### src/tts_pkg.sv
`timescale 1ns / 1ps
`default_nettype none
// ----------------------------------------------------------------------------
// tts_pkg: shared codes for the time-triggered task scheduler
// Operation, status and sequencer state encodings used across the block.
// ----------------------------------------------------------------------------
package tts_pkg;

    typedef enum logic [2:0] {
        OP_TICK     = 3'd0,
        OP_DISPATCH = 3'd1,
        OP_ADD      = 3'd2,
        OP_DELETE   = 3'd3,
        OP_CLEAR    = 3'd4
    } op_t;

    typedef enum logic [1:0] {
        ST_OK    = 2'd0,
        ST_FULL  = 2'd1,
        ST_EMPTY = 2'd2
    } status_t;

    typedef enum logic [1:0] {
        S_IDLE   = 2'd0,
        S_WALK   = 2'd1,
        S_FINISH = 2'd2
    } state_t;

    // Most results one dispatch may give.
    localparam int unsigned MAX_RESULTS = 8;
    localparam int unsigned RUNS_MAX    = 255;

endpackage

`default_nettype wire

### src/tts_cell.sv
`timescale 1ns / 1ps
`default_nettype none
// ----------------------------------------------------------------------------
// tts_cell: one task slot in the rotating slot chain
// Holds a full slot entry and loads its neighbor's entry when the chain shifts.
// ----------------------------------------------------------------------------
module tts_cell #(
    parameter int TIME_BITS = 16
) (
    input  wire logic                   clk,
    input  wire logic                   rst_n,
    input  wire logic                   shift_en,
    input  wire logic                   d_valid,
    input  wire logic [7:0]             d_task,
    input  wire logic [TIME_BITS:0]     d_delay,
    input  wire logic [TIME_BITS-1:0]   d_period,
    input  wire logic [7:0]             d_runs,
    output logic                        q_valid,
    output logic [7:0]                  q_task,
    output logic [TIME_BITS:0]          q_delay,
    output logic [TIME_BITS-1:0]        q_period,
    output logic [7:0]                  q_runs
);

    logic                 valid_reg;
    logic [7:0]           task_reg;
    logic [TIME_BITS:0]   delay_reg;
    logic [TIME_BITS-1:0] period_reg;
    logic [7:0]           runs_reg;

    always_ff @(posedge clk or negedge rst_n)
    begin
        if (!rst_n)
        begin
            valid_reg  <= 1'b0;
            task_reg   <= '0;
            delay_reg  <= '0;
            period_reg <= '0;
            runs_reg   <= '0;
        end
        else if (shift_en)
        begin
            valid_reg  <= d_valid;
            task_reg   <= d_task;
            delay_reg  <= d_delay;
            period_reg <= d_period;
            runs_reg   <= d_runs;
        end
    end

    assign q_valid  = valid_reg;
    assign q_task   = task_reg;
    assign q_delay  = delay_reg;
    assign q_period = period_reg;
    assign q_runs   = runs_reg;

endmodule

`default_nettype wire

### src/time_triggered_task_scheduler.sv
`timescale 1ns / 1ps
`default_nettype none
// ----------------------------------------------------------------------------
// time_triggered_task_scheduler: cooperative time-triggered task table
// Slots rotate through a chain of cells past one update point at the head.
// ----------------------------------------------------------------------------
//  channel | handshake           | payload
//  --------+---------------------+----------------------------------------------
//  input   | in_valid / in_stall | op, task_id, first_delay, repeat_period,
//          |                     | slot_index
//  output  | out_valid/out_stall | slot, run_task_id, status, sticky_error, last
//
//  Per accepted item the slot ring shifts once per cycle unless held, so each
//  slot passes the update point once, and the S_FINISH state ends the item.
//  Reset empties all slots and the error flag; no clearing pass is needed.
//  In a dispatch, a stalled output holds the ring still until the result can be stored.
//  The next item is taken only once the walk is done.
// ----------------------------------------------------------------------------
module time_triggered_task_scheduler #(
    parameter int SLOTS     = 8,
    parameter int TIME_BITS = 16
) (
    input  wire logic        clk,
    input  wire logic        rst_n,
    input  wire logic        in_valid,
    output logic             in_stall,
    input  wire logic [2:0]  op,
    input  wire logic [7:0]  task_id,
    input  wire logic [15:0] first_delay,
    input  wire logic [15:0] repeat_period,
    input  wire logic [2:0]  slot_index,
    output logic             out_valid,
    input  wire logic        out_stall,
    output logic [3:0]       slot,
    output logic [7:0]       run_task_id,
    output logic [1:0]       status,
    output logic             sticky_error,
    output logic             last
);
    import tts_pkg::*;

    localparam int IDX_W = (SLOTS > 1) ? $clog2(SLOTS) : 1;
    localparam int CMP_W = (IDX_W > 3) ? IDX_W : 3;

    logic                 c_valid  [SLOTS];
    logic [7:0]           c_task   [SLOTS];
    logic [TIME_BITS:0]   c_delay  [SLOTS];
    logic [TIME_BITS-1:0] c_period [SLOTS];
    logic [7:0]           c_runs   [SLOTS];

    logic                 n_valid;
    logic [7:0]           n_task;
    logic [TIME_BITS:0]   n_delay;
    logic [TIME_BITS-1:0] n_period;
    logic [7:0]           n_runs;
    logic                 shift_en;

    genvar k;
    generate
        for (k = 0; k < SLOTS; k++)
        begin : g_cell
            if (k == SLOTS - 1)
            begin : g_tail
                tts_cell #(.TIME_BITS(TIME_BITS)) u_cell (
                    .clk(clk), .rst_n(rst_n), .shift_en(shift_en),
                    .d_valid(n_valid), .d_task(n_task), .d_delay(n_delay),
                    .d_period(n_period), .d_runs(n_runs),
                    .q_valid(c_valid[k]), .q_task(c_task[k]), .q_delay(c_delay[k]),
                    .q_period(c_period[k]), .q_runs(c_runs[k])
                );
            end
            else
            begin : g_body
                tts_cell #(.TIME_BITS(TIME_BITS)) u_cell (
                    .clk(clk), .rst_n(rst_n), .shift_en(shift_en),
                    .d_valid(c_valid[k+1]), .d_task(c_task[k+1]),
                    .d_delay(c_delay[k+1]), .d_period(c_period[k+1]),
                    .d_runs(c_runs[k+1]),
                    .q_valid(c_valid[k]), .q_task(c_task[k]), .q_delay(c_delay[k]),
                    .q_period(c_period[k]), .q_runs(c_runs[k])
                );
            end
        end
    endgenerate

    state_t      state_reg, state_next;
    logic [2:0]  op_reg, op_next;
    logic [7:0]  task_reg, task_next;
    logic [15:0] fdel_reg, fdel_next;
    logic [15:0] per_reg, per_next;
    logic [2:0]  idx_reg, idx_next;
    logic [IDX_W-1:0] cnt_reg, cnt_next;
    logic        found_reg, found_next;
    logic [IDX_W-1:0] rslot_reg, rslot_next;
    logic        delok_reg, delok_next;
    logic        hold_valid_reg, hold_valid_next;
    logic [IDX_W-1:0] hold_slot_reg, hold_slot_next;
    logic [7:0]  hold_tid_reg, hold_tid_next;
    logic [3:0]  disp_reg, disp_next;
    logic        err_reg, err_next;

    logic        ov_reg, ov_next;
    logic [3:0]  oslot_reg, oslot_next;
    logic [7:0]  otid_reg, otid_next;
    logic [1:0]  ostat_reg, ostat_next;
    logic        oerr_reg, oerr_next;
    logic        olast_reg, olast_next;

    logic             can_push;
    logic [TIME_BITS:0] dec;

    assign can_push = !ov_reg || !out_stall;
    assign dec = c_delay[0][TIME_BITS] ? c_delay[0] : c_delay[0] - (TIME_BITS+1)'(1);

    always_comb
    begin
        state_next      = state_reg;
        op_next         = op_reg;
        task_next       = task_reg;
        fdel_next       = fdel_reg;
        per_next        = per_reg;
        idx_next        = idx_reg;
        cnt_next        = cnt_reg;
        found_next      = found_reg;
        rslot_next      = rslot_reg;
        delok_next      = delok_reg;
        hold_valid_next = hold_valid_reg;
        hold_slot_next  = hold_slot_reg;
        hold_tid_next   = hold_tid_reg;
        disp_next       = disp_reg;
        err_next        = err_reg;
        ov_next         = ov_reg && out_stall;
        oslot_next      = oslot_reg;
        otid_next       = otid_reg;
        ostat_next      = ostat_reg;
        oerr_next       = oerr_reg;
        olast_next      = olast_reg;
        n_valid         = c_valid[0];
        n_task          = c_task[0];
        n_delay         = c_delay[0];
        n_period        = c_period[0];
        n_runs          = c_runs[0];
        shift_en        = 1'b0;

        unique case (state_reg)
            S_IDLE:
            begin
                if (in_valid)
                begin
                    op_next         = op;
                    task_next       = task_id;
                    fdel_next       = first_delay;
                    per_next        = repeat_period;
                    idx_next        = slot_index;
                    cnt_next        = '0;
                    found_next      = 1'b0;
                    delok_next      = 1'b0;
                    hold_valid_next = 1'b0;
                    disp_next       = '0;
                    state_next      = S_WALK;
                end
            end
            S_WALK:
            begin
                shift_en = 1'b1;
                case (op_reg)
                    OP_TICK:
                    begin
                        if (c_valid[0])
                        begin
                            n_delay = dec;
                            if (dec[TIME_BITS] || dec == '0)
                            begin
                                if (c_runs[0] != 8'(RUNS_MAX))
                                    n_runs = c_runs[0] + 8'd1;
                                if (c_period[0] != '0)
                                    n_delay = {1'b0, c_period[0]};
                            end
                        end
                    end
                    OP_DISPATCH:
                    begin
                        if (c_runs[0] != '0 && disp_reg < 4'(MAX_RESULTS))
                        begin
                            // The previous hit goes out now; this one waits, since
                            // only the walk's end tells which result is last.
                            if (hold_valid_reg && !can_push)
                                shift_en = 1'b0;
                            else
                            begin
                                if (hold_valid_reg)
                                begin
                                    ov_next    = 1'b1;
                                    oslot_next = 4'(hold_slot_reg);
                                    otid_next  = hold_tid_reg;
                                    ostat_next = ST_OK;
                                    oerr_next  = err_reg;
                                    olast_next = 1'b0;
                                end
                                hold_valid_next = 1'b1;
                                hold_slot_next  = cnt_reg;
                                hold_tid_next   = c_task[0];
                                disp_next       = disp_reg + 4'd1;
                                n_runs          = c_runs[0] - 8'd1;
                                if (c_period[0] == '0)
                                begin
                                    n_valid  = 1'b0;
                                    n_task   = '0;
                                    n_delay  = '0;
                                    n_period = '0;
                                    n_runs   = '0;
                                end
                            end
                        end
                    end
                    OP_ADD:
                    begin
                        if (!c_valid[0] && !found_reg)
                        begin
                            found_next = 1'b1;
                            rslot_next = cnt_reg;
                            n_valid    = 1'b1;
                            n_task     = task_reg;
                            n_delay    = {1'b0, TIME_BITS'(fdel_reg)};
                            n_period   = TIME_BITS'(per_reg);
                            n_runs     = '0;
                        end
                    end
                    OP_DELETE:
                    begin
                        if (CMP_W'(cnt_reg) == CMP_W'(idx_reg))
                        begin
                            delok_next = c_valid[0];
                            n_valid    = 1'b0;
                            n_task     = '0;
                            n_delay    = '0;
                            n_period   = '0;
                            n_runs     = '0;
                        end
                    end
                    OP_CLEAR:
                    begin
                        n_valid  = 1'b0;
                        n_task   = '0;
                        n_delay  = '0;
                        n_period = '0;
                        n_runs   = '0;
                    end
                    default:
                    begin
                    end
                endcase
                if (shift_en)
                begin
                    cnt_next = cnt_reg + IDX_W'(1);
                    if (cnt_reg == IDX_W'(SLOTS - 1))
                        state_next = S_FINISH;
                end
            end
            S_FINISH:
            begin
                if (can_push)
                begin
                    state_next = S_IDLE;
                    otid_next  = '0;
                    ostat_next = ST_OK;
                    olast_next = 1'b1;
                    case (op_reg)
                        OP_DISPATCH:
                        begin
                            if (hold_valid_reg)
                            begin
                                ov_next    = 1'b1;
                                oslot_next = 4'(hold_slot_reg);
                                otid_next  = hold_tid_reg;
                                oerr_next  = err_reg;
                            end
                        end
                        OP_ADD:
                        begin
                            ov_next = 1'b1;
                            if (found_reg)
                            begin
                                oslot_next = 4'(rslot_reg);
                                oerr_next  = err_reg;
                            end
                            else
                            begin
                                oslot_next = 4'(SLOTS);
                                ostat_next = ST_FULL;
                                err_next   = 1'b1;
                                oerr_next  = 1'b1;
                            end
                        end
                        OP_DELETE:
                        begin
                            ov_next    = 1'b1;
                            oslot_next = 4'(idx_reg);
                            if (delok_reg)
                                oerr_next = err_reg;
                            else
                            begin
                                ostat_next = ST_EMPTY;
                                err_next   = 1'b1;
                                oerr_next  = 1'b1;
                            end
                        end
                        OP_CLEAR:
                        begin
                            ov_next    = 1'b1;
                            oslot_next = '0;
                            err_next   = 1'b0;
                            oerr_next  = 1'b0;
                        end
                        default:
                        begin
                        end
                    endcase
                end
            end
            default:
            begin
                state_next = S_IDLE;
            end
        endcase
    end

    always_ff @(posedge clk or negedge rst_n)
    begin
        if (!rst_n)
        begin
            state_reg      <= S_IDLE;
            cnt_reg        <= '0;
            found_reg      <= 1'b0;
            delok_reg      <= 1'b0;
            hold_valid_reg <= 1'b0;
            disp_reg       <= '0;
            err_reg        <= 1'b0;
            ov_reg         <= 1'b0;
        end
        else
        begin
            state_reg      <= state_next;
            cnt_reg        <= cnt_next;
            found_reg      <= found_next;
            delok_reg      <= delok_next;
            hold_valid_reg <= hold_valid_next;
            disp_reg       <= disp_next;
            err_reg        <= err_next;
            ov_reg         <= ov_next;
        end
    end

    always_ff @(posedge clk)
    begin
        op_reg        <= op_next;
        task_reg      <= task_next;
        fdel_reg      <= fdel_next;
        per_reg       <= per_next;
        idx_reg       <= idx_next;
        rslot_reg     <= rslot_next;
        hold_slot_reg <= hold_slot_next;
        hold_tid_reg  <= hold_tid_next;
        oslot_reg     <= oslot_next;
        otid_reg      <= otid_next;
        ostat_reg     <= ostat_next;
        oerr_reg      <= oerr_next;
        olast_reg     <= olast_next;
    end

    assign in_stall     = (state_reg != S_IDLE);
    assign out_valid    = ov_reg;
    assign slot         = oslot_reg;
    assign run_task_id  = otid_reg;
    assign status       = ostat_reg;
    assign sticky_error = oerr_reg;
    assign last         = olast_reg;

endmodule

`default_nettype wire

### config.mk
export PLATFORM = sky130hd
export DESIGN_NAME = time_triggered_task_scheduler
export DESIGN_NICKNAME = d
export VERILOG_FILES = /design/src/tts_pkg.sv /design/src/tts_cell.sv /design/src/time_triggered_task_scheduler.sv
export SDC_FILE = /design/constraint.sdc
export NUM_CORES = 1
export LEC_CHECK = 0
export BUFFER_PORTS_ARGS = -buffer_cell sky130_fd_sc_hd__buf_4
export CORE_MARGIN = 3
export CORE_UTILIZATION = 60
export CTS_BUF_LIST = sky130_fd_sc_hd__clkbuf_16
export DETAILED_ROUTE_END_ITERATION = 10
export GPL_TIMING_DRIVEN = 0
export PLACE_DENSITY = 0.79
export SKIP_CTS_REPAIR_TIMING = 1
export SYNTH_ARGS = -nofsm -noshare
export SYNTH_HDL_FRONTEND = slang
export SYNTH_SLANG_ARGS = --single-unit
### constraint.sdc
create_clock -name clk -period 3.2 [get_ports clk]
set_input_delay 0.16 -clock clk [delete_from_list [all_inputs] [get_ports clk]]
set_output_delay 0.16 -clock clk [all_outputs]
set_load 0.005 [all_outputs]
==> results of run 1 <==
## routing by layer
layer	vias up	share of wire	wire length, um
met5	-	0.00064	38
met4	2	0.043	2540
met3	152	0.080	4750
met2	754	0.47	28100
met1	8225	0.40	24100
li1	7537	-	-
## final timing paths
path,start,endpoint,slack [ns],depth (start not counted)
setup / recovery,g_cell[0].g_body.u_cell.q_delay[0],g_cell[7].g_tail.u_cell.q_delay[12],0.06,12
hold / removal,rst_n,disp_reg[1],0.16,2
setup reg to reg,g_cell[0].g_body.u_cell.q_delay[0],g_cell[7].g_tail.u_cell.q_delay[12],0.06,12
hold reg to reg,g_cell[5].g_body.u_cell.q_task[3],g_cell[4].g_body.u_cell.q_task[3],0.46,2
max in group asynchronous,rst_n,g_cell[4].g_body.u_cell.q_delay[11],1.56,4
min in group clk,repeat_period[3],per_reg[3],0.28,2
## power by group
group	switching (mW)	total, mW	internal [mW]
clock network	2.42	5.29	2.86
registers	1.69	10.4	8.71
logic	6.29	9.52	3.24
total	10.4	25.2	14.8
## cell type report
| type | instances | share of cell area |
|---|---|---|
| multi-input cells | 1557 | 0.307 |
| clock buffers | 49 | 0.0510 |
| repair buffers | 141 | 0.0534 |
| clock inverters | 40 | 0.00917 |
| plain buffers | 127 | 0.0269 |
| inverters | 18 | 0.00281 |
| well taps | 448 | 0.0233 |
| flip-flops and latches | 490 | 0.526 |
## layout by cell type (no fill, tap or decap), types with 19 or more instances in the layout
| cell type | Yosys | layout |
|---|---|---|
| clkbuf_2 | 0 | 43 |
| clkbuf_16 | 0 | 49 |
| nor3_1 | 21 | 19 |
| nand2_1 | 1075 | 1074 |
| buf_2 | 49 | 52 |
| nor2_1 | 101 | 99 |
| dlygate4sd3_1 | 0 | 49 |
| clkbuf_1 | 75 | 24 |
| a21oi_1 | 58 | 58 |
| buf_4 | 2 | 85 |
| dfrtp_1 | 414 | 412 |
| o21ai_0 | 40 | 39 |
| edfxtp_1 | 76 | 76 |
| inv_1 | 18 | 33 |
| a221oi_1 | 27 | 25 |
## through the flow
step                worst slack [ns]  hold WS [ns]  TNS [ns]
CTS                           -0.843        -0.416   -174.07
detailed placement            -0.809         0.207   -161.55
global placement               -2.02         0.338   -972.82
global route                 -0.0481         0.214    -0.303
finish                        0.0572         0.159         0
floorplan                      0.219        -0.136         0
## logic make-up (layout without fill, tap and decap cells)
logic type	after synthesis	in the layout
AO/OA/AOI/OAI	207	207
XOR/XNOR	21	21
adder cells (fa/ha/maj)	11	11
buffers and inverters	151	375
flip-flops	490	490
multiplexers	12	12
AND/OR/NAND/NOR	1306	1306
==> key figures, run 1 <==
Timing
  • Final Slew Violations: 0
  • Final Hold Violating Endpoints: 0
  • Rel. slew slack: 0.362
  • Worst-Margin Slew: 0.953 ns
  • Skew final: 0.0177 ns
  • Final setup vio count: 0
  • Max frequency: 0.318 GHz
  • Minimum clock period: 3.14 ns
  • Period utilization: 0.982

Yosys
  • Yosys top cell area share: 0.506
  • Ranking of synthesized cells by area: dfrtp_1, nand2_1, edfxtp_1, nor2_1, a21oi_1
  • Seq cells post-synth: 490
  • Top-count cell post-synth: nand2_1
  • Synth area leader: dfrtp_1
  • Synth Area in Simple Gates: 0.257
  • Largest family of logic cells by synthesized area: simple AND/OR/NAND/NOR gates
  • Number of synthesized flops with an enable pin: 76
  • Mux share of post-synthesis cell area: 0.00611
  • Netlist Area Pre-Place: 20500 um2
  • Post-synthesis adder-cell area fraction: 0.00672
  • Syn nets: 2259
  • Syn Inst Count: 2198
  • Seq/Total Area, Yosys: 0.617
  • Avg Inst Size Synth: 9.32 um2
  • Most frequent cells after synthesis: nand2_1, dfrtp_1, nor2_1, edfxtp_1, clkbuf_1
  • Asr flop ratio synth: 0.845
  • Synth cell types: 70
  • Synth warn: 0
  • Compound-Gate Fraction of Synth Area: 0.0716
  • Xor/xnor share of the synthesized area: 0.00898
  • Top_reg_cell synth: dfrtp_1

Floorplanning
  • Die X: 191 um
  • # rows: 67
  • DIE HEIGHT: 191 um
  • Area of the core: 33600 um2
  • Total Die Area: 36400 um2
  • Initial core utilization: 0.609
  • Io pins: 68

Detailed routing
  • Post-DRT Antenna Nets: 0
  • Remaining DRCs: 0
  • Routed vias: 16700
  • Via density: 5.81
  • Drt initial violations: 1618
  • Drt wl/cell: 20.7 um
  • Total Routed Length: 59.5 mm
  • 1st-pass router iterations: 6

Power and ir drop
  • Power, Total: 25.2 mW
  • Leak Pwr: 12.1 nW
  • Power density over the cells: 1050 nW/um2
  • Worst VDD drop: 0.618 mV

Setup path
  • Max incr delay on CP: 0.44 ns
  • Crit end category: flip-flop
  • Worst endpoint data arrival time: 3.61 ns
  • Max FO, Critical Path: 6
  • CP Launch Type: flip-flop
  • Worst path bufs/invs: 3
  • Worst path slowest cell: dfrtp_2
  • Largest delay share family, worst path: compound AO/OA/AOI/OAI gates
  • Crit Path Class: flip-flop to flip-flop
  • Crit path cell chain: inv_2, ha_4, or3b_4, xnor2_1, o31a_1, nor3_4, a31oi_4, buf_8, buf_2, a21o_1, a221oi_2, nor3_1
  • CP required: 3.66 ns

Clocking
  • Clock Path Buffers: 3
  • # clock sinks: 490
  • CTS tree: yes
  • Clk_lat worst skew: 0.59 ns
  • Clock transition at the registers of the reported paths: 0.06 ns
  • H-tree level count: 2
  • TritonCTS Buffers: 48
  • CTS root buf: clkbuf_16

Final layout
  • Antenna cells: 0
  • Final design utilization: 0.715
  • Sequential Area: 12600 um2
  • Final std cells w/o fill: 2870
  • Nets@finish: 2444
  • Fin area: 24000 um2
  • Layout area overhead: 17.3%
  • Number of flip-flops under the largest register name: 119
  • Fillers: 2457
  • Share of cells above drive strength 1: 0.126
  • Area of the multi-input gates: 7370 um2

Placed design
  • Placed cell area: 21700 um2
  • Post-detail-place hpwl: 40.3 mm
  • Placed Cells: 2717
  • Buffers on Ports: 67
  • GPL Wtd Cong: 0.976

Global routing
  • Largest net degree at the start of global routing: 119
  • GR Util All Layers: 0.328
  • Initial antenna violation count: 0
  • Vias in the first global route: 16300
  • Total congestion overflow: 0
  • Global-route wire length before repair: 91.4 mm
  • M2 GR Usage: 0.516
  • GR met3 Demand/Resource: 0.0765
  • GRT Max-Usage Layer: met2
  • Met1 usage: 0.441

Job
  • Max-capacitance violation count: 0

Hold path
  • Hold crit path type: input port to async pin

Run status
  • Outcome: complete, no violations
Power figures use the tool's default switching activity.
==> run 2, diff against run 1 <==
--- a/config.mk
+++ b/config.mk
@@ -11,7 +11,7 @@
 export CTS_BUF_LIST = sky130_fd_sc_hd__clkbuf_16
 export DETAILED_ROUTE_END_ITERATION = 10
 export GPL_TIMING_DRIVEN = 0
-export PLACE_DENSITY = 0.79
+export PLACE_DENSITY = 0.81
 export SKIP_CTS_REPAIR_TIMING = 1
 export SYNTH_ARGS = -nofsm -noshare
 export SYNTH_HDL_FRONTEND = slang
==> constraint.sdc (replaced) <==
create_clock -name clk -period 3.5 [get_ports clk]
set_input_delay 0.175 -clock clk [delete_from_list [all_inputs] [get_ports clk]]
set_output_delay 0.175 -clock clk [all_outputs]
set_load 0.005 [all_outputs]
==> key figures, run 2 (same netlist as run 1, synthesis figures left out) <==
Placed design
  • Setup WS pre-CTS: -0.490 ns (+0.319 ns)
  • Buffers on Ports: 67 (unchanged)
  • Post-detail-place hpwl: 38.8 mm (-3.8%)
  • GPL Wtd Cong: 0.972 (-0.45%)

Timing
  • Rel. slew slack: 0.164 (-0.198)
  • Max frequency: 0.294 GHz (-7.6%)
  • Final Slew Violations: 0 (unchanged)
  • Skew final: 0.0270 ns (+0.00930 ns)
  • Final setup vio count: 0 (unchanged)
  • Period utilization: 0.972 (-0.0106)
  • Final Hold Violating Endpoints: 0 (unchanged)
  • Minimum clock period: 3.40 ns (+0.258 ns)
  • Worst-Margin Slew: 1.25 ns (+0.296 ns)
  • RSZ-0062 raised after global routing: false
  • Setup ws final: 0.0997 ns (+0.0425 ns)

Final layout
  • Antenna cells: 0 (unchanged)
  • Commonest non-fill, non-tap cell in the layout: nand2_1
  • Nets@finish: 2431 (-0.53%)
  • Number of flip-flops under the largest register name: 119 (unchanged)
  • Share of cells above drive strength 1: 0.110 (-0.0159)
  • Commonest cells after routing, fill and taps aside: nand2_1, dfrtp_1, nor2_1
  • Layout area overhead: 16.4%

Detailed routing
  • Drt initial violations: 1765 (+9.1%)
  • Post-DRT Antenna Nets: 0 (unchanged)
  • Via density: 5.81 (about the same)
  • Total Routed Length: 57.9 mm (-2.6%)
  • Routed vias: 16600 (-0.41%)
  • 1st-pass router iterations: 5 (-1)
  • Remaining DRCs: 0 (unchanged)
  • Drt wl/cell: 20.3 um (-2.1%)

Floorplanning
  • Die X: 191 um (unchanged)
  • Area of the core: 33600 um2 (unchanged)
  • # rows: 67 (unchanged)
  • DIE HEIGHT: 191 um (unchanged)
  • Initial core utilization: 0.609 (unchanged)
  • Total Die Area: 36400 um2 (unchanged)
  • Io pins: 68 (unchanged)

Setup path
  • Worst endpoint data arrival time: 3.90 ns (+0.29 ns)
  • Crit end category: flip-flop
  • Crit Path Class: flip-flop to flip-flop
  • Reg2reg path depth: 11 (-1)
  • Reg-to-reg startpoint: g_cell[0].g_body.u_cell.q_runs[5]
  • Critical R2R Capture: g_cell[6].g_body.u_cell.q_delay[11]
  • CP Launch Type: flip-flop
  • R2r setup slk: 0.1 ns (+0.04 ns)
  • CP required: 4.00 ns (+0.34 ns)
  • Crit path cell chain: buf_1, or4_4, o41ai_4, buf_4, nor3_4, nor2b_1, buf_4, clkbuf_1, buf_2, nand2_1, nand2_1
  • Max FO, Critical Path: 10 (+4)
  • Worst path slowest cell: clkbuf_1
  • Max incr delay on CP: 0.60 ns (+0.16 ns)

Power and ir drop
  • Power, Total: 22.8 mW (-9.6%)
  • Leak Pwr: 12.0 nW (-0.74%)
  • Power density over the cells: 956 nW/um2 (-8.9%)
  • Worst VDD drop: 0.568 mV (-8.2%)

Clocking
  • Clk_lat worst skew: 0.58 ns (about the same)
  • # clock sinks: 490 (unchanged)
  • H-tree level count: 2 (unchanged)
  • TritonCTS Buffers: 48 (unchanged)
  • Clock Path Buffers: 3 (unchanged)
  • Clock transition at the registers of the reported paths: 0.06 ns (about the same)
  • CTS root buf: clkbuf_16
  • CTS tree: yes

Global routing
  • Global-route wire length before repair: 89.7 mm (-1.9%)
  • Total congestion overflow: 0 (unchanged)
  • GR Util All Layers: 0.317 (-0.0106)
  • Vias in the first global route: 16300 (+0.10%)
  • Initial antenna violation count: 0 (unchanged)
  • Largest net degree at the start of global routing: 125 (+5.0%)

Job
  • Max-capacitance violation count: 0 (unchanged)

Hold path
  • Hold Startpoint: out_stall
  • Hold EP: err_reg
  • Worst hold path stage count: 3
  • Hold crit path type: input port to flip-flop

Run status
  • Outcome: complete, no violations
==> run 2: cell types whose count changed in the layout (fill, tap and decap cells not counted), moves of 3 or more <==
cell | previous run | this run
bufinv_16 | 1 | 4
clkbuf_1 | 24 | 37
clkinvlp_4 | 4 | 1
clkbuf_2 | 43 | 33
buf_1 | 1 | 4
buf_4 | 85 | 73
nor4_4 | 5 | 2
==> run 2: per-stage QoR <==
step / setup TNS, ns / instances / utilization / area [um2] / hold slack, ns
2_1_floorplan: 0 / 2198 / - / 20500 / -0.121
3_3_place_gp: -765.10 / 2713 / 0.641 / 21500 / 0.353
3_5_place_dp: -85.31 / 2717 / 0.644 / 21700 / 0.209
4_1_cts: -96.48 / 2806 / 0.690 / 23200 / -0.372
5_1_grt: 0 / 2857 / 0.709 / 23800 / 0.0160
6_report: 0 / 2857 / 0.709 / 23800 / 0.0133
==> run 2: layout make-up <==
| type | count | area, um2 |
|---|---|---|
| buffer | 132 | 644 |
| clock buffer | 50 | 1250 |
| clock inverter | 39 | 273 |
| fill | 2417 | 9780 |
| inverter | 18 | 67.6 |
| multi-input combinational | 1557 | 7270 |
| sequential | 490 | 12600 |
| tap | 448 | 561 |
| timing repair buffer | 123 | 1120 |
==> run 2: metal layers <==
layer | share of wire | wire length (um) | global-route usage
met1 | 0.41 | 23700 | 0.439
met2 | 0.47 | 27200 | 0.501
met3 | 0.074 | 4310 | 0.0528
met4 | 0.046 | 2690 | 0.139
met5 | 0 | 0 | 0
==> run 2: worst max-delay path, delay by kind of cell (launching register included) <==
kind / cells / cell delay (ns)
buffers and inverters: 5 / 1.63
flip-flops: 1 / 0.36
AO/OA/AOI/OAI: 1 / 0.29
AND/OR/NAND/NOR: 5 / 1.04
==> run 2: worst max-delay path by stage <==
stage                                           to  slack (ns)                               start  cells past startpoint
6_report       g_cell[6].g_body.u_cell.q_delay[11]         0.1   g_cell[0].g_body.u_cell.q_runs[5]                     11
5_1_grt          g_cell[7].g_tail.u_cell.q_runs[7]        0.01  g_cell[0].g_body.u_cell.q_delay[7]                     10
4_1_cts        g_cell[7].g_tail.u_cell.q_period[4]       -0.55                           op_reg[1]                      8
3_5_place_dp   g_cell[7].g_tail.u_cell.q_period[3]       -0.49                           op_reg[1]                      8
3_3_place_gp    g_cell[3].g_body.u_cell.q_delay[9]       -1.72                               rst_n                      1
2_1_floorplan   g_cell[7].g_tail.u_cell.q_delay[0]        0.52  g_cell[0].g_body.u_cell.q_delay[1]                     12
==> run 2: report_power, final <==
| group | internal [mW] | total [mW] | switching [mW] |
|---|---|---|---|
| Clock | 2.87 | 5.06 | 2.20 |
| Sequential | 7.96 | 9.42 | 1.46 |
| Combinational | 2.69 | 8.29 | 5.60 |
| Total | 13.5 | 22.8 | 9.26 |
